--- config.mk ---
export PLATFORM = sky130hd
export DESIGN_NAME = transfer_descriptor_page_splitter
export DESIGN_NICKNAME = d
export VERILOG_FILES = /design/src/tdps_pkg.sv /design/src/transfer_descriptor_page_splitter.sv /design/src/tdps_front.sv /design/src/tdps_cmd_fifo.sv /design/src/tdps_back.sv
export SDC_FILE = /design/constraint.sdc
export NUM_CORES = 1
export LEC_CHECK = 0
export BUFFER_PORTS_ARGS = -buffer_cell sky130_fd_sc_hd__buf_2
export CAP_MARGIN = 20
export CELL_PAD_IN_SITES_DETAIL_PLACEMENT = 0
export CELL_PAD_IN_SITES_GLOBAL_PLACEMENT = 1
export CORE_UTILIZATION = 53
export CTS_CLUSTER_DIAMETER = 60
export CTS_CLUSTER_SIZE = 40
export DETAILED_ROUTE_END_ITERATION = 10
export GPL_TIMING_DRIVEN = 0
export PLACE_DENSITY = 0.95
export SLEW_MARGIN = 30
export SYNTH_ARGS = -nofsm -noshare
export SYNTH_HDL_FRONTEND = slang
export SYNTH_SLANG_ARGS = --single-unit
--- constraint.sdc ---
create_clock -name clock -period 21.6 [get_ports clock]
set_input_delay 3.24 -clock clock [delete_from_list [all_inputs] [get_ports clock]]
set_output_delay 3.24 -clock clock [all_outputs]
set_load 0.01 [all_outputs]
--- src/tdps_pkg.sv ---
`timescale 1ns / 1ps
// ----------------------------------------------------------------------------
// Transfer descriptor page splitter package
// Shared widths, payload structs and page constants for the splitter.
// ----------------------------------------------------------------------------
package tdps_pkg;

   // Field widths of the request and the descriptor.
   localparam int ADDR_W = 32;
   localparam int LEN_W  = 16;
   localparam int MPS_W  = 11;

   // Page geometry and run limit.
   localparam int PAGE_BYTES      = 4096;
   localparam int PAGE_BITS       = $clog2(PAGE_BYTES);
   localparam int MAX_DESCRIPTORS = 10;
   localparam int CNT_W           = $clog2(MAX_DESCRIPTORS);

   // One descriptor spans at most two pages, so its length needs two extra bits.
   localparam int SPAN_W = PAGE_BITS + 2;
   localparam int CMP_W  = (SPAN_W > LEN_W) ? SPAN_W : LEN_W;
   localparam logic [SPAN_W-1:0] PAGE_SPAN = SPAN_W'(PAGE_BYTES);

   // Remainder unit: bits of the length retired per cycle.
   localparam int DIV_RADIX = 4;
   localparam int DIV_STEPS = LEN_W / DIV_RADIX;
   localparam int STEP_W    = $clog2(DIV_STEPS);

   // Depth of the command queue between the front and the back.
   localparam int CMD_DEPTH = 2;
   localparam int CMD_PTR_W = $clog2(CMD_DEPTH);
   localparam int CMD_CNT_W = $clog2(CMD_DEPTH + 1);

   // Incoming bulk transfer request.
   typedef struct packed {
      logic [ADDR_W-1:0] buffer_address;
      logic [LEN_W-1:0]  transfer_length;
      logic [MPS_W-1:0]  packet_size;
      logic              finalize;
      logic              dir_in;
   } req_type;

   // One general transfer descriptor.
   typedef struct packed {
      logic [ADDR_W-1:0] segment_start;
      logic [ADDR_W-1:0] segment_end;
      logic              zero_length;
      logic              td_dir_in;
      logic              write_done_head;
      logic              last;
   } rsp_type;

   // Classified request handed from the front to the back.
   typedef struct packed {
      logic [ADDR_W-1:0] address;
      logic [LEN_W-1:0]  length;
      logic              dir_in;
      logic              add_zlp;
   } cmd_type;

endpackage

--- src/transfer_descriptor_page_splitter.sv ---
`timescale 1ns / 1ps
// ----------------------------------------------------------------------------
// Transfer descriptor page splitter
// Splits a bulk transfer request into general transfer descriptors, each
// covering the rest of a page plus at most one more page, with an optional
// zero-length terminating descriptor.
// ----------------------------------------------------------------------------
//  Channel   Ports                          Direction  Transfer when
//  request   req_push, req_full, req_data   in         req_push && !req_full
//  result    rsp_empty, rsp_pop, rsp_data   out        rsp_pop && !rsp_empty
//
//  The front captures a request, takes the packet-size remainder 4 length
//  bits per cycle, then hands it off once the queue has room; it takes no
//  new request until then. The back issues one descriptor per cycle while
//  the output is drained. A two-entry command queue separates the two, so a
//  stalled result side holds the front only once the queue is full. Reset
//  is synchronous and needs no clearing pass.
// ----------------------------------------------------------------------------
module transfer_descriptor_page_splitter (
   input  logic              clock,
   input  logic              reset,
   input  logic              req_push,
   output logic              req_full,
   input  tdps_pkg::req_type req_data,
   output logic              rsp_empty,
   input  logic              rsp_pop,
   output tdps_pkg::rsp_type rsp_data
);
   import tdps_pkg::*;

   logic    front_valid;
   logic    queue_full;
   cmd_type front_cmd;
   logic    queue_empty;
   logic    back_pop;
   cmd_type queue_cmd;

   // Request capture and classification.
   tdps_front u_front (
      .clock     (clock),
      .reset     (reset),
      .req_push  (req_push),
      .req_full  (req_full),
      .req_data  (req_data),
      .cmd_valid (front_valid),
      .cmd_ready (!queue_full),
      .cmd_data  (front_cmd)
   );

   // Command queue between front and back.
   tdps_cmd_fifo u_cmd_fifo (
      .clock     (clock),
      .reset     (reset),
      .push      (front_valid),
      .full      (queue_full),
      .push_data (front_cmd),
      .pop       (back_pop),
      .empty     (queue_empty),
      .pop_data  (queue_cmd)
   );

   // Descriptor generation.
   tdps_back u_back (
      .clock     (clock),
      .reset     (reset),
      .cmd_empty (queue_empty),
      .cmd_pop   (back_pop),
      .cmd_data  (queue_cmd),
      .rsp_empty (rsp_empty),
      .rsp_pop   (rsp_pop),
      .rsp_data  (rsp_data)
   );

endmodule

--- src/tdps_front.sv ---
`timescale 1ns / 1ps
// ----------------------------------------------------------------------------
// Transfer descriptor page splitter front end
// Accepts a request and decides whether a zero-length descriptor follows it,
// using a multi-cycle remainder of the length by the packet size.
// ----------------------------------------------------------------------------
module tdps_front (
   input  logic             clock,
   input  logic             reset,
   input  logic             req_push,
   output logic             req_full,
   input  tdps_pkg::req_type req_data,
   output logic             cmd_valid,
   input  logic             cmd_ready,
   output tdps_pkg::cmd_type cmd_data
);
   import tdps_pkg::*;

   typedef enum logic [1:0] {
      ST_IDLE,
      ST_DIVIDE,
      ST_HAND
   } state_type;

   state_type         state_ff;
   logic [ADDR_W-1:0] addr_ff;
   logic [LEN_W-1:0]  len_ff;
   logic [LEN_W-1:0]  shift_ff;
   logic [MPS_W-1:0]  mps_ff;
   logic [MPS_W-1:0]  part_ff;
   logic [STEP_W-1:0] step_ff;
   logic              fin_ff;
   logic              dir_ff;
   logic              zlp_ff;

   logic [MPS_W-1:0]  part_in;
   logic [LEN_W-1:0]  shift_in;
   logic [MPS_W:0]    trial;
   logic              aligned;

   // Several restoring remainder steps per cycle, one length bit each.
   always_comb begin
      part_in  = part_ff;
      shift_in = shift_ff;
      trial    = '0;
      for (int k = 0; k < DIV_RADIX; k++) begin
         trial    = {part_in, shift_in[LEN_W-1]};
         shift_in = {shift_in[LEN_W-2:0], 1'b0};
         if (trial >= {1'b0, mps_ff}) begin
            trial = trial - {1'b0, mps_ff};
         end
         part_in = trial[MPS_W-1:0];
      end
   end

   // A zero packet size never counts as aligned.
   assign aligned = (mps_ff != '0) && (part_in == '0);

   // Request sequencing and remainder registers.
   always_ff @(posedge clock) begin
      if (reset) begin
         state_ff <= ST_IDLE;
         step_ff  <= '0;
      end else begin
         unique case (state_ff)
            ST_IDLE: begin
               if (req_push) begin
                  state_ff <= ST_DIVIDE;
                  step_ff  <= '0;
                  addr_ff  <= req_data.buffer_address;
                  len_ff   <= req_data.transfer_length;
                  shift_ff <= req_data.transfer_length;
                  mps_ff   <= req_data.packet_size;
                  part_ff  <= '0;
                  fin_ff   <= req_data.finalize;
                  dir_ff   <= req_data.dir_in;
               end
            end
            ST_DIVIDE: begin
               part_ff  <= part_in;
               shift_ff <= shift_in;
               step_ff  <= step_ff + STEP_W'(1);
               if (step_ff == STEP_W'(DIV_STEPS - 1)) begin
                  zlp_ff   <= fin_ff && aligned;
                  state_ff <= ST_HAND;
               end
            end
            ST_HAND: begin
               if (cmd_ready) begin
                  state_ff <= ST_IDLE;
               end
            end
            default: begin
               state_ff <= ST_IDLE;
            end
         endcase
      end
   end

   assign req_full          = (state_ff != ST_IDLE);
   assign cmd_valid         = (state_ff == ST_HAND);
   assign cmd_data.address  = addr_ff;
   assign cmd_data.length   = len_ff;
   assign cmd_data.dir_in   = dir_ff;
   assign cmd_data.add_zlp  = zlp_ff;

`ifndef NO_ASSERTIONS
   // A zero-length descriptor is only requested when finalize was set.
   a_zlp_needs_finalize: assert property (@(posedge clock) disable iff (reset)
      cmd_valid && cmd_data.add_zlp |-> fin_ff)
      else $error("zero-length descriptor requested without finalize");

   // A zero-length descriptor is never requested for a zero packet size.
   a_zlp_needs_mps: assert property (@(posedge clock) disable iff (reset)
      cmd_valid && cmd_data.add_zlp |-> mps_ff != '0)
      else $error("zero-length descriptor requested with zero packet size");

   // The handoff state is only reached after the last remainder step.
   a_hand_after_divide: assert property (@(posedge clock) disable iff (reset)
      $rose(cmd_valid) |-> $past(state_ff == ST_DIVIDE)
         && $past(step_ff) == STEP_W'(DIV_STEPS - 1))
      else $error("handoff without finished remainder");
`endif

endmodule

--- src/tdps_cmd_fifo.sv ---
`timescale 1ns / 1ps
// ----------------------------------------------------------------------------
// Transfer descriptor page splitter command queue
// Short queue of classified requests between the front and the back.
// ----------------------------------------------------------------------------
module tdps_cmd_fifo (
   input  logic              clock,
   input  logic              reset,
   input  logic              push,
   output logic              full,
   input  tdps_pkg::cmd_type push_data,
   input  logic              pop,
   output logic              empty,
   output tdps_pkg::cmd_type pop_data
);
   import tdps_pkg::*;

   cmd_type              slot_ff [CMD_DEPTH];
   logic [CMD_PTR_W-1:0] wr_ptr_ff;
   logic [CMD_PTR_W-1:0] rd_ptr_ff;
   logic [CMD_CNT_W-1:0] count_ff;
   logic                 do_push;
   logic                 do_pop;

   assign full     = (count_ff == CMD_CNT_W'(CMD_DEPTH));
   assign empty    = (count_ff == '0);
   assign do_push  = push && !full;
   assign do_pop   = pop && !empty;
   assign pop_data = slot_ff[rd_ptr_ff];

   // Pointers and fill count.
   always_ff @(posedge clock) begin
      if (reset) begin
         wr_ptr_ff <= '0;
         rd_ptr_ff <= '0;
         count_ff  <= '0;
      end else begin
         if (do_push) begin
            wr_ptr_ff <= (wr_ptr_ff == CMD_PTR_W'(CMD_DEPTH - 1)) ? '0
                         : wr_ptr_ff + CMD_PTR_W'(1);
         end
         if (do_pop) begin
            rd_ptr_ff <= (rd_ptr_ff == CMD_PTR_W'(CMD_DEPTH - 1)) ? '0
                         : rd_ptr_ff + CMD_PTR_W'(1);
         end
         if (do_push && !do_pop) begin
            count_ff <= count_ff + CMD_CNT_W'(1);
         end else if (do_pop && !do_push) begin
            count_ff <= count_ff - CMD_CNT_W'(1);
         end
      end
   end

   // Entry storage.
   always_ff @(posedge clock) begin
      if (do_push) begin
         slot_ff[wr_ptr_ff] <= push_data;
      end
   end

`ifndef NO_ASSERTIONS
   // The fill count never passes the depth.
   a_count_range: assert property (@(posedge clock) disable iff (reset)
      count_ff <= CMD_CNT_W'(CMD_DEPTH))
      else $error("command queue count out of range");

   // Pointers agree with the count when the queue is empty.
   a_ptr_empty: assert property (@(posedge clock) disable iff (reset)
      empty |-> wr_ptr_ff == rd_ptr_ff)
      else $error("command queue pointers disagree while empty");

   // A push alone raises the count by one.
   a_push_count: assert property (@(posedge clock) disable iff (reset)
      do_push && !do_pop |=> count_ff == $past(count_ff) + CMD_CNT_W'(1))
      else $error("command queue count not advanced on push");
`endif

endmodule

--- src/tdps_back.sv ---
`timescale 1ns / 1ps
// ----------------------------------------------------------------------------
// Transfer descriptor page splitter back end
// Walks a classified request in spans of up to two pages, one descriptor per
// cycle while the output register has room, then the optional zero-length one.
// ----------------------------------------------------------------------------
module tdps_back (
   input  logic              clock,
   input  logic              reset,
   input  logic              cmd_empty,
   output logic              cmd_pop,
   input  tdps_pkg::cmd_type cmd_data,
   output logic              rsp_empty,
   input  logic              rsp_pop,
   output tdps_pkg::rsp_type rsp_data
);
   import tdps_pkg::*;

   typedef enum logic [1:0] {
      ST_IDLE,
      ST_DATA,
      ST_ZLP
   } state_type;

   state_type         state_ff;
   logic [ADDR_W-1:0] addr_ff;
   logic [LEN_W-1:0]  rem_ff;
   logic [CNT_W-1:0]  cnt_ff;
   logic              dir_ff;
   logic              zlp_ff;
   logic              out_valid_ff;
   rsp_type           out_ff;

   logic              can_load;
   logic              out_load;
   logic [SPAN_W-1:0] first_span;
   logic [SPAN_W-1:0] limit_span;
   logic [LEN_W-1:0]  take;
   logic [LEN_W-1:0]  rem_in;
   logic [ADDR_W-1:0] addr_in;
   logic [ADDR_W-1:0] seg_end;
   logic              at_cap;
   logic              data_last;

   assign can_load = !out_valid_ff || rsp_pop;
   assign cmd_pop  = (state_ff == ST_IDLE) && !cmd_empty;

   // A descriptor enters the output register whenever one is due and there is room.
   assign out_load = can_load && ((state_ff == ST_DATA) || (state_ff == ST_ZLP));

   // One descriptor: the rest of this page plus at most one whole page.
   always_comb begin
      first_span = PAGE_SPAN - SPAN_W'(addr_ff[PAGE_BITS-1:0]);
      limit_span = first_span + PAGE_SPAN;
      if (CMP_W'(rem_ff) <= CMP_W'(limit_span)) begin
         take = rem_ff;
      end else begin
         take = LEN_W'(limit_span);
      end
      rem_in    = rem_ff - take;
      addr_in   = addr_ff + ADDR_W'(take);
      seg_end   = addr_in - ADDR_W'(1);
      at_cap    = (cnt_ff == CNT_W'(MAX_DESCRIPTORS - 1));
      data_last = at_cap || ((rem_in == '0) && !zlp_ff);
   end

   // Descriptor sequencing and the output register.
   always_ff @(posedge clock) begin
      if (reset) begin
         state_ff     <= ST_IDLE;
         out_valid_ff <= 1'b0;
         cnt_ff       <= '0;
      end else begin
         out_valid_ff <= out_load || (out_valid_ff && !rsp_pop);
         unique case (state_ff)
            ST_IDLE: begin
               cnt_ff <= '0;
               if (!cmd_empty) begin
                  addr_ff <= cmd_data.address;
                  rem_ff  <= cmd_data.length;
                  dir_ff  <= cmd_data.dir_in;
                  zlp_ff  <= cmd_data.add_zlp;
                  if (cmd_data.length != '0) begin
                     state_ff <= ST_DATA;
                  end else if (cmd_data.add_zlp) begin
                     state_ff <= ST_ZLP;
                  end
               end
            end
            ST_DATA: begin
               if (can_load) begin
                  out_ff.segment_start   <= addr_ff;
                  out_ff.segment_end     <= seg_end;
                  out_ff.zero_length     <= 1'b0;
                  out_ff.td_dir_in       <= dir_ff;
                  out_ff.write_done_head <= data_last;
                  out_ff.last            <= data_last;
                  addr_ff                <= addr_in;
                  rem_ff                 <= rem_in;
                  cnt_ff                 <= cnt_ff + CNT_W'(1);
                  if (data_last) begin
                     state_ff <= ST_IDLE;
                  end else if (rem_in == '0) begin
                     state_ff <= ST_ZLP;
                  end
               end
            end
            ST_ZLP: begin
               if (can_load) begin
                  out_ff.segment_start   <= '0;
                  out_ff.segment_end     <= '0;
                  out_ff.zero_length     <= 1'b1;
                  out_ff.td_dir_in       <= dir_ff;
                  out_ff.write_done_head <= 1'b1;
                  out_ff.last            <= 1'b1;
                  state_ff               <= ST_IDLE;
               end
            end
            default: begin
               state_ff <= ST_IDLE;
            end
         endcase
      end
   end

   assign rsp_empty = !out_valid_ff;
   assign rsp_data  = out_ff;

`ifndef NO_ASSERTIONS
   // A zero-length descriptor carries null pointers and closes the run.
   a_zlp_shape: assert property (@(posedge clock) disable iff (reset)
      out_valid_ff && out_ff.zero_length |->
         out_ff.segment_start == '0 && out_ff.segment_end == '0 && out_ff.last)
      else $error("malformed zero-length descriptor");

   // Data segments are only walked while bytes remain.
   a_data_has_bytes: assert property (@(posedge clock) disable iff (reset)
      state_ff == ST_DATA |-> rem_ff != '0)
      else $error("data state with no bytes left");

   // The run never reaches past the descriptor limit.
   a_count_cap: assert property (@(posedge clock) disable iff (reset)
      cnt_ff <= CNT_W'(MAX_DESCRIPTORS - 1) || state_ff == ST_IDLE)
      else $error("descriptor count past the limit");

   // Each data descriptor covers at least one byte.
   a_seg_nonempty: assert property (@(posedge clock) disable iff (reset)
      state_ff == ST_DATA |-> take != '0)
      else $error("empty data descriptor");
`endif

endmodule

==> metrics.txt <==
status finished, final reports clean; Reg-to-Reg Start u_front.mps_ff[0]$_DFFE_PP_; synthesized area 17650 um2; CP most frequent cell a21oi_1; Hold Path Cell Cnt 0; initial antenna violation count 1; Yosys cell types 79; Crit Reg-Reg Endpoint u_front.zlp_ff$_DFFE_PP_; fin cells 2186; via density per instance 5.812; H-tree Lvls 1; post-DP HPWL 32.72 mm; cell count after synthesis 1537; all-layer global routing usage 0.2524; MaxCap Viol Count 0; die height 184.5 um; CP endpoint u_front.zlp_ff$_DFFE_PP_; top_reg_cell synth edfxtp_1; clk_lat worst skew 0.60 ns; global-route wire length before repair 65.94 mm; Setup-failing EPs final 0; Placer Congestion 0.9496; vias in the first global route 12200; Post-CTS Resized 0; unrepaired setup endpoints after global routing no; Async SR Flop Fraction 0; Sink Count 322; drt wl/cell 19.52 um; Setup Buffers After CTS 0; Worst EP arrival 10.94 ns; antenna viol nets, final 0; Port-buffer cells 134; Ys Warns 0; vias post-DR 12706; total CTS buffers 29; Clock Skews 0.03568 ns; antenna fix cells 0; layout cells sized above 1 0.1537; Horiz. Die Dim 184.5 um; maximum fanout along the worst path 10; Worst slew margin 0.3346; core box area 32620 um2; placed cells 2132; syn_area_per_cell 11.48 um2; Clock Path Buffers 3; Final min period 10.52 ns; max incr delay on CP 0.57 ns; fin nets 1889; Hold Buf Count CTS 0; Seq/Total Area, Yosys 0.5387; routed wire length 42.67 mm; drt first pass iters 5; largest net degree at the start of global routing 51; Hold Vio Cnt, Final 0; WP data required 22.02 ns; FF-to-FF setup slack 11.08 ns; row cnt 66; worst-case reg-to-reg path depth 38; critical path class reg -> reg; commonest cells in the netlist edfxtp_1, nand2_1, nor2_1; Area contributors post-synth edfxtp_1, ha_1, mux2i_1; Post-synth EDFFs 306; # DRC 0; setup_tns 0 ns; global route overflow 0; Yosys reg bits 322; Yosys top cell by area edfxtp_1; CTS tree done; Synth top area share 0.5206; drt first-iter violations 1057; CP Capture Type flop; Starting Density 0.5412; Final period util 0.4871; num ports 135; Hold/Removal Path Class reg -> reg; Critical path origin u_front.mps_ff[0]$_DFFE_PP_; Area Growth Syn to Fin 15.42%; CP Launch Type flop; Worst-Margin Slew 0.9981 ns; root buf cell clkbuf_16; Pins Over Slew Limit 0; most common cell in the netlist edfxtp_1; die area 34040 um2; Fmax 95.04 MHz; clock transition at the registers of the reported paths 0.10 ns; slowest CP cell nor3b_2
==> flip-flops by register name, indices dropped and copies added, names as in the netlist, 2 cells and up, named ones only <==
name / cells
u_back.state_ff: 2
u_cmd_fifo.count_ff: 2
u_back.rem_ff: 16
u_front.mps_ff: 11
u_back.cnt_ff: 4
u_front.shift_ff: 16
u_back.rsp_data: 67
u_front.addr_ff: 32
u_front.len_ff: 16
u_back.addr_ff: 32
u_front.step_ff: 2
u_cmd_fifo.slot_ff: 100
u_front.state_ff: 2
u_front.part_ff: 11
==> layer usage <==
metal,part of all wire,wire length (um),GRT usage
met5,0,0,0
met4,0.027,1162,0.07767
met3,0.061,2614,0.03754
met2,0.49,21030,0.4380
met1,0.42,17870,0.3247
==> layout make-up <==
| cell class | count | area (um2) |
|---|---|---|
| Fill cell | 2513 | 12250 |
| Clock inverter | 24 | 508.0 |
| Inverter | 67 | 251.5 |
| Multi-Input combinational cell | 1101 | 7737 |
| Timing Repair Buffer | 152 | 894.6 |
| Clock buffer | 30 | 729.5 |
| Tap cell | 442 | 553.0 |
| Sequential cell | 322 | 9509 |
| Buffer | 48 | 190.2 |
==> cell usage in the layout (no fill, tap or decap), drive strengths merged, types with 4 or more instances in the layout <==
cell type	n
nand4	15
ha	97
nor2	109
buf	160
a31oi	6
nand3b	4
o2111ai	5
a211oi	33
nand2b	23
or4	8
nor3b	4
dfxtp	16
nand2	115
mux2i	66
and2	13
a21oi	87
mux2	29
or3	15
o31a	4
clkbuf	70
nor2b	77
o31ai	10
a21boi	5
clkinv	10
edfxtp	306
o21a	14
xnor2	58
fa	6
nor3	44
inv	81
o21ai	84
nor4	14
xor2	48
or2	13
and3	9
a21o	19
nand3	24
o211ai	6
==> critical path, delay by kind of cell (launching register included) <==
kind / cells / cell delay (ns)
buffers and inverters: 3 / 0.78
AND/OR/NAND/NOR: 8 / 1.93
flip-flops: 1 / 0.56
AO/OA/AOI/OAI: 18 / 3.85
adder cells (fa/ha/maj): 5 / 1.72
multiplexers: 4 / 1.51
==> cells by family after synthesis <==
kind of cell / share of synthesized area
adder cells (fa/ha/maj): 0.07556
XOR/XNOR: 0.05259
AND/OR/NAND/NOR: 0.1453
flip-flops: 0.5387
multiplexers: 0.05593
buffers and inverters: 0.02502
other: 0.0002124
AO/OA/AOI/OAI: 0.1067
==> how the worst min path moves through the flow <==
| stage | endpoint | from | slack (ns) |
|---|---|---|---|
| global placement | u_back.rsp_data[2]$_DFFE_PP_ | u_back.dir_ff$_DFFE_PP_ | 0.41 |
| CTS | u_back.rsp_data[2]$_DFFE_PP_ | u_back.dir_ff$_DFFE_PP_ | 0.43 |
| global route | u_back.rsp_data[2]$_DFFE_PP_ | u_back.dir_ff$_DFFE_PP_ | 0.45 |
| detailed placement | u_back.rsp_data[2]$_DFFE_PP_ | u_back.dir_ff$_DFFE_PP_ | 0.40 |
| finish | u_back.rsp_data[2]$_DFFE_PP_ | u_back.dir_ff$_DFFE_PP_ | 0.43 |
| floorplan | u_back.rsp_data[2]$_DFFE_PP_ | u_back.dir_ff$_DFFE_PP_ | 0.40 |
==> per-stage QoR <==
| stage | instance area (um2) | setup slack (ns) | hold slack (ns) | util |
|---|---|---|---|---|
| floorplan | 17660 | 12.90 | 0.4003 | - |
| global placement | 18880 | 10.89 | 0.4059 | 0.5788 |
| detailed placement | 19140 | 11.19 | 0.4045 | 0.5867 |
| CTS | 20370 | 11.14 | 0.4315 | 0.6246 |
| global route | 20370 | 10.41 | 0.4547 | 0.6246 |
| finish | 20370 | 11.08 | 0.4334 | 0.6246 |
Power is not shown: default switching activity piles up to over one toggle a cycle in this logic, so the estimate is an artifact.
